--- src/hw/rtl/obds_pkg.sv ---
`default_nettype none
package obds_pkg;
	localparam int MaxDepthDefault = 32;
	localparam int PriceW = 20;
	localparam int VolInW = 16;
	localparam int VolW = 32;
	localparam int DepthW = 6;
	localparam int QueueDepth = 4;

	typedef struct packed {
		logic is_sell;
		logic [PriceW-1:0] price;
		logic [VolInW-1:0] volume;
		logic final_order;
	} in_item_t;

	typedef struct packed {
		logic out_is_sell;
		logic [PriceW-1:0] level_price;
		logic [VolW-1:0] level_volume;
		logic last_level;
	} out_item_t;
endpackage
`default_nettype wire

--- src/hw/rtl/obds_front.sv ---
`default_nettype none
module obds_front import obds_pkg::*; (
	input wire logic clk,
	input wire logic arst_n,
	input wire logic push,
	output logic full,
	input wire in_item_t in_item,
	output logic q_valid,
	output in_item_t q_item,
	input wire logic q_take
);
	localparam int PtrW = $clog2(QueueDepth);
	in_item_t mem_q [QueueDepth];
	logic [PtrW-1:0] wr_q, rd_q;
	logic [PtrW:0] cnt_q;
	logic do_push, do_pop;

	assign full = (cnt_q == (PtrW+1)'(QueueDepth));
	assign q_valid = (cnt_q != '0);
	assign q_item = mem_q[rd_q];
	assign do_push = push && !full;
	assign do_pop = q_take && q_valid;

	always_ff @(posedge clk) begin
		if (do_push) begin
			mem_q[wr_q] <= in_item;
		end
	end

	always_ff @(posedge clk or negedge arst_n) begin
		if (!arst_n) begin
			wr_q <= '0;
			rd_q <= '0;
			cnt_q <= '0;
		end else begin
			if (do_push) begin
				wr_q <= wr_q + 1'b1;
			end
			if (do_pop) begin
				rd_q <= rd_q + 1'b1;
			end
			if (do_push && !do_pop) begin
				cnt_q <= cnt_q + 1'b1;
			end else if (do_pop && !do_push) begin
				cnt_q <= cnt_q - 1'b1;
			end
		end
	end
endmodule
`default_nettype wire

--- config.mk ---
export PLATFORM = sky130hd
export DESIGN_NAME = obds_front
export DESIGN_NICKNAME = d
export VERILOG_FILES = /design/src/hw/rtl/obds_pkg.sv /design/src/hw/rtl/obds_front.sv
export SDC_FILE = /design/constraint.sdc
export NUM_CORES = 1
export LEC_CHECK = 0
export BUFFER_PORTS_ARGS = -buffer_cell sky130_fd_sc_hd__buf_4
export CAP_MARGIN = 10
export CORE_ASPECT_RATIO = 0.9
export CORE_MARGIN = 2
export CORE_UTILIZATION = 55
export DETAILED_ROUTE_END_ITERATION = 7
export HOLD_SLACK_MARGIN = 0.08
export PLACE_DENSITY_LB_ADDON = 0.2
export SYNTH_ARGS = -nofsm -noshare
export SYNTH_HDL_FRONTEND = slang
export SYNTH_SLANG_ARGS = --single-unit
--- constraint.sdc ---
create_clock -name clk -period 4.75 [get_ports clk]
set_input_delay 0.475 -clock clk [delete_from_list [all_inputs] [get_ports clk]]
set_output_delay 0.475 -clock clk [all_outputs]
set_load 0.05 [all_outputs]
## Word-level counts from Yosys, hierarchy flattened

Memory sizes are Yosys's and may differ from the RTL's.
Index checks and enable logic that the tools add are counted.

- Equality and inequality tests: 1
- Reduce and logical (&&, ||, !) cells: 9
- Mux-type cells: 4
- Add/sub/neg operators: 4

Operator list:

| cell | count |
|---|---|
| 2-to-1 mux 3 bit | 2 |
| adder 2 x 1 -> 2 bit, second input constant | 2 |
| logical AND 1 bit | 4 |
| adder 3 x 1 -> 3 bit, second input constant | 1 |
| equality test 3 bit, second input constant | 1 |
| zero test 1 bit | 3 |
| nonzero test 3 bit | 1 |
| subtractor 3 x 1 -> 3 bit, second input constant | 1 |
| 2-to-1 mux 1 bit | 2 |
| nonzero test 2 bit | 1 |

- Register bits: 7
- RAM bits: 152
- Word-level logic and storage cells: 22
- Memories kept: 1

Memories:

| name | words | width | read ports | clocked after Yosys merged registers in | wr ports | RTL line | RTL |
|---|---|---|---|---|---|---|---|
| mem_q | 4 | 38 | 1 | 0 | 1 | obds_front.sv:13 | `in_item_t mem_q [QueueDepth];` |

## Logic depth before layout (Yosys ltp)

Gate-level depths: netlist (run 1).

- Depth after elaboration: 7
- Mapped depth: 9

## Worst setup path before layout (run 1)

OpenSTA, ideal clock, no wires.

- Path kind: reg2reg
- Start point: register cnt_q[0]
- End point: register cnt_q[1]
- Cell stages (with the launch flop): 8
- Data required time: 4,625 ps
- Arrival: 2,137 ps
- Setup slack: 2,489 ps
- Library setup time: 125 ps
- Path buffers: 1
- Cell sequence: dfrtp_1 nor3b_4 nor2b_2 buf_6 ha_1 inv_1 fa_1 mux2_2

- Longest elaborated chain between the ends: 6
- Elaborated cells on any way between the ends: 14
- Those cells by class: 2 x add/sub; 1 x eq/ne; 2 x mux; 9 x reduce/logical

Ends and longest elaborated chain:

| item | RTL line | RTL |
|---|---|---|
| start, declared | obds_front.sv:15 | `logic [PtrW:0] cnt_q;` |
| start signal, assigned | obds_front.sv:43 | `cnt_q <= cnt_q + 1'b1;` |
| start signal, assigned | obds_front.sv:45 | `cnt_q <= cnt_q - 1'b1;` |
| equality test 3 bit * | obds_front.sv:18 | `assign full = (cnt_q == (PtrW+1)'(QueueDepth));` |
| via full | obds_front.sv:6 | `output logic full,` |
| zero test 1 bit * | obds_front.sv:21 | `assign do_push = push && !full;` |
| logical AND 1 bit * | obds_front.sv:21 |  |
| via do_push | obds_front.sv:16 | `logic do_push, do_pop;` |
| zero test 1 bit | obds_front.sv:44 | `end else if (do_pop && !do_push) begin` |
| logical AND 1 bit | obds_front.sv:44 |  |
| nonzero test 2 bit (no source line) | n/a |  |

The timed path passes the listed nets; every way through them passes the cells marked *. The select of a mux whose other input is x is not followed.
A chain may end at the register's enable or synchronous reset.

==> results of run 1 <==
[critical path: stages, from the launching register on]
cell and delay, ns:
dfrtp_2 0.99, buf_4 0.43, mux4_2 0.56, buf_4 0.21
[power groups by stage]
| stage | logic (W) | registers [W] | clock network (W) |
|---|---|---|---|
| after floorplan | 0.00165 | 0.00195 | 0 |
| final | 0.00194 | 0.00209 | 0.00143 |
| after CTS | 0.00197 | 0.00210 | 0.00144 |
| after detailed placement | 0.00196 | 0.00212 | 0 |
| after global placement | 0.00194 | 0.00211 | 0 |
| after global routing | 0.00203 | 0.00213 | 0.00150 |
[cell usage in the layout (no fill, tap or decap), types with 3 or more instances in the layout]
cell | synthesis | layout
bufinv_16 | 0 | 5
dfrtp_1 | 7 | 5
inv_1 | 3 | 3
xnor2_1 | 4 | 4
and2_2 | 4 | 4
buf_4 | 1 | 82
clkbuf_16 | 0 | 17
clkinv_1 | 0 | 3
clkinvlp_4 | 0 | 3
edfxtp_1 | 152 | 152
ha_1 | 5 | 5
mux4_2 | 38 | 38
[kinds of logic (layout without fill, tap and decap cells)]
| logic type | count (synthesis) | in the layout | share of synthesized area [%] |
|---|---|---|---|
| simple gates | 10 | 10 | 1.362 |
| mux | 40 | 40 | 14.78 |
| flops | 159 | 159 | 79.40 |
| xor+xnor | 6 | 6 | 0.8803 |
| fa+ha+maj | 6 | 6 | 1.383 |
| buf+inv | 13 | 118 | 2.201 |
[flip-flops by register name, summed over array words and instances, names as in the netlist]
name / cells
mem_q: 152
cnt_q: 3
rd_q: 2
wr_q: 2
[through the flow]
stage | utilization [%] | hold slack, ns | setup slack, ns
floorplan | - | 0.1794 | 2.489
global placement | 61.88 | 0.2948 | 2.082
detailed placement | 61.88 | 0.2966 | 2.039
CTS | 67.82 | 0.2419 | 1.561
global route | 67.82 | 0.2407 | 1.476
finish | 67.82 | 0.2569 | 1.658
[metal layers]
layer	global-route usage [%]	vias to the layer above	routed length, um
met2	29.25	69	4861
met3	6.761	19	510
li1	-	1165	-
met1	21.32	1317	4006
met4	7.880	0	189
met5	0	-	0
[area by class of cell]
type | count | area, um2
clock buffers | 19 | 432.9
clock inverters | 13 | 193.9
fillers | 672 | 3450
inverters | 3 | 11.26
multi-input cells | 62 | 1099
flip-flops and latches | 159 | 4742
well taps | 133 | 166.4
repair buffers | 83 | 625.6
[how the worst max path moves through the flow]
| stage | endpoint | startpoint | depth (start not counted) | slack [ns] |
|---|---|---|---|---|
| 6_report | q_item[13] | rd_q[0] | 3 | 1.66 |
| 5_1_grt | q_item[13] | rd_q[0] | 3 | 1.48 |
| 4_1_cts | q_item[13] | rd_q[0] | 3 | 1.56 |
| 3_5_place_dp | q_item[2] | rd_q[0] | 3 | 2.04 |
| 3_3_place_gp | q_item[10] | rd_q[0] | 3 | 2.08 |
| 2_1_floorplan | cnt_q[1] | cnt_q[0] | 7 | 2.49 |
==> results.toml, run 1 <==
[timing]
skew_ns = 0.007074
rsz0062_at_grt = "no"
setup_violations = 0
relSlewSlack_pct = 30.72
final_hold_viol_count = 0
period_minus_slack_ns = 3.092
post-route-period-util_pct = 65.10
max_freq_mhz = 323.4
finalMaxSlewViolations = 0
tns_ns = 0
worst_pin_slew_ns = 1.039

[floorplan]
rows = 36
start_util_pct = 55.68
die_area_um2 = 11700
die_width_um = 113.8
ioPinCount = 82
core_region_area_um2 = 10720
fp.dieH_um = 102.8

[worst_setup_path]
crit_required_ns = 4.28
cp-start-kind = "flop"
arrival_ns = 2.62
reg2reg_depth = 3
worst-r2r-setup-slack_ns = 2.56
r2r_end = "mem_q[0][5]"
path_max_fanout = 27
path_class = "flop to output port"
crit_path_end_kind = "output port"
timing.rr.start = "cnt_q[2]"

[global_route]
grt_max_degree = 40
grt_pass1_wl_um = 14570
overflow = 0
grt_usage_pct = 17.74
antenna_found_initial = 0
grt_pass1_vias = 2745

[synthesis]
dominantRegCellSynth = "edfxtp_1"
yosys-top-cells-area = "edfxtp_1 (76%), mux4_2 (14%), dfrtp_1 (2.9%)"
postSynthCellCount = 234
synth_warnings = 0
syn-num-nets = 282
synth_top_cell_by_area = "edfxtp_1"
synth.most_common_cell = "edfxtp_1"
syn_area_per_cell_um2 = 25.51
yosysTopAreaCellShare_pct = 76.46
synth-edff-count = 152
ys_ff_latch = 159
synthTopCellsByCount = "edfxtp_1 (152), mux4_2 (38), dfrtp_1 (7)"
seq_area_frac_synth_pct = 79.40
netlist_area_um2 = 5969
ys_types = 22
ys_async_sr_fraction_pct = 4.403

[cts]
post-cts-setup-buffer-count = 0
cts.root.buffer_cell = "clkbuf_16"
clock_latency_ns = 0.42
cts_buffers = 17
clkTransAtPathRegs_ns = 0.06
cts-hold-fix-buffers = 1
h-tree-depth = 4
clock_sinks = 159
cts_tree = "yes"
clk_path_buf_depth = 2
postCtsResizedCells = 0

[route]
wl_per_cell_um = 20.27
vias_per_cell = 5.445
dr.pass1.iters = 5
drt-total-wl_um = 9566
drcViolationCount = 0
drtIter0Drc = 137
postRouteAntennaNets = 0
via_count = 2570

[pwr]
pwr-share-seq_pct = 38.3
worst_ir_drop_vdd_mv = 0.4029
p_total_w = 0.005452
switching_share_pct = 35.55
internal_power_w = 0.003514
p_leak_nw = 2.531
powerDensity_nw_per_um2 = 749.9
pwr-share-comb_pct = 35.5
power_switching_w = 0.001938
clkPwrFrac_pct = 26.2

[min_path]
min_from = "in_item[9]"
holdCritPathClass = "primary input to flop"
min_path_cells = 1
min_to = "mem_q[1][9]"

[layout]
nets = 374
design_area_um2 = 7271
antenna_cells = 0
drive_gt1_share_pct = 46.61
area_growth_pct = 21.80
layout.cells.non_filler = 472

[place]
numPortBuffers = 81
dp.cells = 439
dpl_cell_area_um2 = 6634
dp.final_hpwl_um = 5391
gp_congestion = 0.6741

[outcome]
status = "complete, no violations"

[job]
maxCapViolCount = 0
No activity file was read; power rests on OpenSTA's default activity.
==> run 2, diff against run 1 <==
--- a/config.mk
+++ b/config.mk
@@ -9,7 +9,7 @@
 export CAP_MARGIN = 10
 export CORE_ASPECT_RATIO = 0.9
 export CORE_MARGIN = 2
-export CORE_UTILIZATION = 55
+export CORE_UTILIZATION = 51
 export DETAILED_ROUTE_END_ITERATION = 7
 export HOLD_SLACK_MARGIN = 0.08
 export PLACE_DENSITY_LB_ADDON = 0.2
==> constraint.sdc (replaced) <==
create_clock -name clk -period 2.8 [get_ports clk]
set_input_delay 0.28 -clock clk [delete_from_list [all_inputs] [get_ports clk]]
set_output_delay 0.28 -clock clk [all_outputs]
set_load 0.05 [all_outputs]
==> results.toml, run 2 (synthesis results as in run 1) <==
[timing]
tns_ns = 0
period_minus_slack_ns = 2.249
worst_pin_slew_ns = 0.5458
rsz0062_at_grt = "no"
setup_violations = 0
finalMaxSlewViolations = 0
skew_ns = 0.004654
max_freq_mhz = 444.7
post-route-period-util_pct = 80.31
relSlewSlack_pct = 63.61
final_hold_viol_count = 0

[worst_setup_path]
path_class = "flop to output port"
crit_path_end_kind = "output port"
crit_required_ns = 2.52
arrival_ns = 1.97
path_max_fanout = 21
cp-start-kind = "flop"

[layout]
area_growth_pct = 29.24
post-route-util_pct = 67.47
layout.cells.non_filler = 538
mostFrequentLayoutCells = "edfxtp_1 (152), buf_4 (85), dlygate4sd3_1 (39)"
antenna_cells = 0
largest_reg_flops = 152
final_common_cell = "edfxtp_1"
top_regs = "mem_q: 152 flops, cnt_q: 3 flops"
design_area_um2 = 7715
top_register = "mem_q"
drive_gt1_share_pct = 42.67
nets = 419

[route]
dr.pass1.iters = 4
wl_per_cell_um = 18.54
drtIter0Drc = 234
drt-total-wl_um = 9977
vias_per_cell = 5.119
postRouteAntennaNets = 0
via_count = 2754
drcViolationCount = 0

[cts]
h-tree-depth = 4
cts_tree = "yes"
clock_latency_ns = 0.40
clkTransAtPathRegs_ns = 0.05
cts.root.buffer_cell = "clkbuf_16"
clk_path_buf_depth = 2
postCtsResizedCells = 0
cts_buffers = 17
clock_sinks = 159

[outcome]
status = "complete, no violations"

[global_route]
grt_usage_pct = 17.21
overflow = 0
grt_max_degree = 36
antenna_found_initial = 0
grt_pass1_vias = 2924
grt_pass1_wl_um = 15770

[pwr]
p_total_w = 0.009183
p_leak_nw = 2.722
powerDensity_nw_per_um2 = 1190
worst_ir_drop_vdd_mv = 0.6663

[floorplan]
rows = 37
fp.dieH_um = 106.6
die_width_um = 118.0
start_util_pct = 52.20
die_area_um2 = 12590
ioPinCount = 82
core_region_area_um2 = 11430

[min_path]
holdCritPathClass = "primary input to flop"

[place]
gp_congestion = 0.7279
dp.cells = 469
dp.final_hpwl_um = 5858
dpl_cell_area_um2 = 6765
numPortBuffers = 81

[job]
maxCapViolCount = 0
## run 2: cell types whose count changed in the layout (fill, tap and decap cells not counted), sizes merged
cell         delta
buf             +7
dlygate4sd3    +38
clkinv          +1
bufinv          -2
clkbuf          +2
clkinvlp        -3
## run 2: critical path: stages (launching register included)
cell,delay (ns)
dfrtp_2,0.35
buf_4,0.38
mux4_2,0.60
buf_4,0.21
## run 2: cell type report
class	instances	area, um2
clock buffer	21	440.4
clock inverter	9	118.9
fill	746	3720
inverter	3	11.26
multi-input combinational	62	1099
sequential	159	4742
tap	156	195.2
timing repair buffer	128	1109
## run 2: power by group
group          switching, W  leakage (nW)  internal (W)
logic               0.00230         0.972       0.00135
registers          0.000198          1.47       0.00315
clock network      0.000797         0.278       0.00138
total               0.00330          2.72       0.00589
## run 2: routing by layer
metal / wire (um) / vias to the layer above / GRT usage, %
met3: 512 / 9 / 5.745
met4: 91 / 0 / 6.627
met2: 4941 / 77 / 26.41
met1: 4431 / 1412 / 23.25
met5: 0 / - / 0
li1: - / 1256 / -
## run 2: final timing paths
| kind | end | from | depth (start not counted) | slack (ns) |
|---|---|---|---|---|
| setup reg to reg | cnt_q[2] | cnt_q[0] | 8 | 0.63 |
| hold / removal | rd_q[0] | q_take | 3 | 0.18 |
| hold reg to reg | cnt_q[2] | cnt_q[2] | 1 | 0.50 |
| setup / recovery | q_item[2] | rd_q[0] | 3 | 0.55 |
| min in group asynchronous | rd_q[1] | arst_n | 2 | 0.23 |
| max in group asynchronous | rd_q[0] | arst_n | 2 | 2.44 |
## run 2: stage by stage
step	setup WS, ns	hold WS (ns)
3_5_place_dp	0.6811	0.1002
5_1_grt	0.4221	0.1813
6_report	0.5513	0.1832
4_1_cts	0.4876	0.1520
2_1_floorplan	0.5388	-0.01559
3_3_place_gp	0.7367	0.09954
## run 2: repair_timing
| action | in CTS | in global routing |
|---|---|---|
| hold endpoints to repair | 159 | 0 |
| setup buffers | 0 | 0 |
| hold buffers | 39 | 0 |
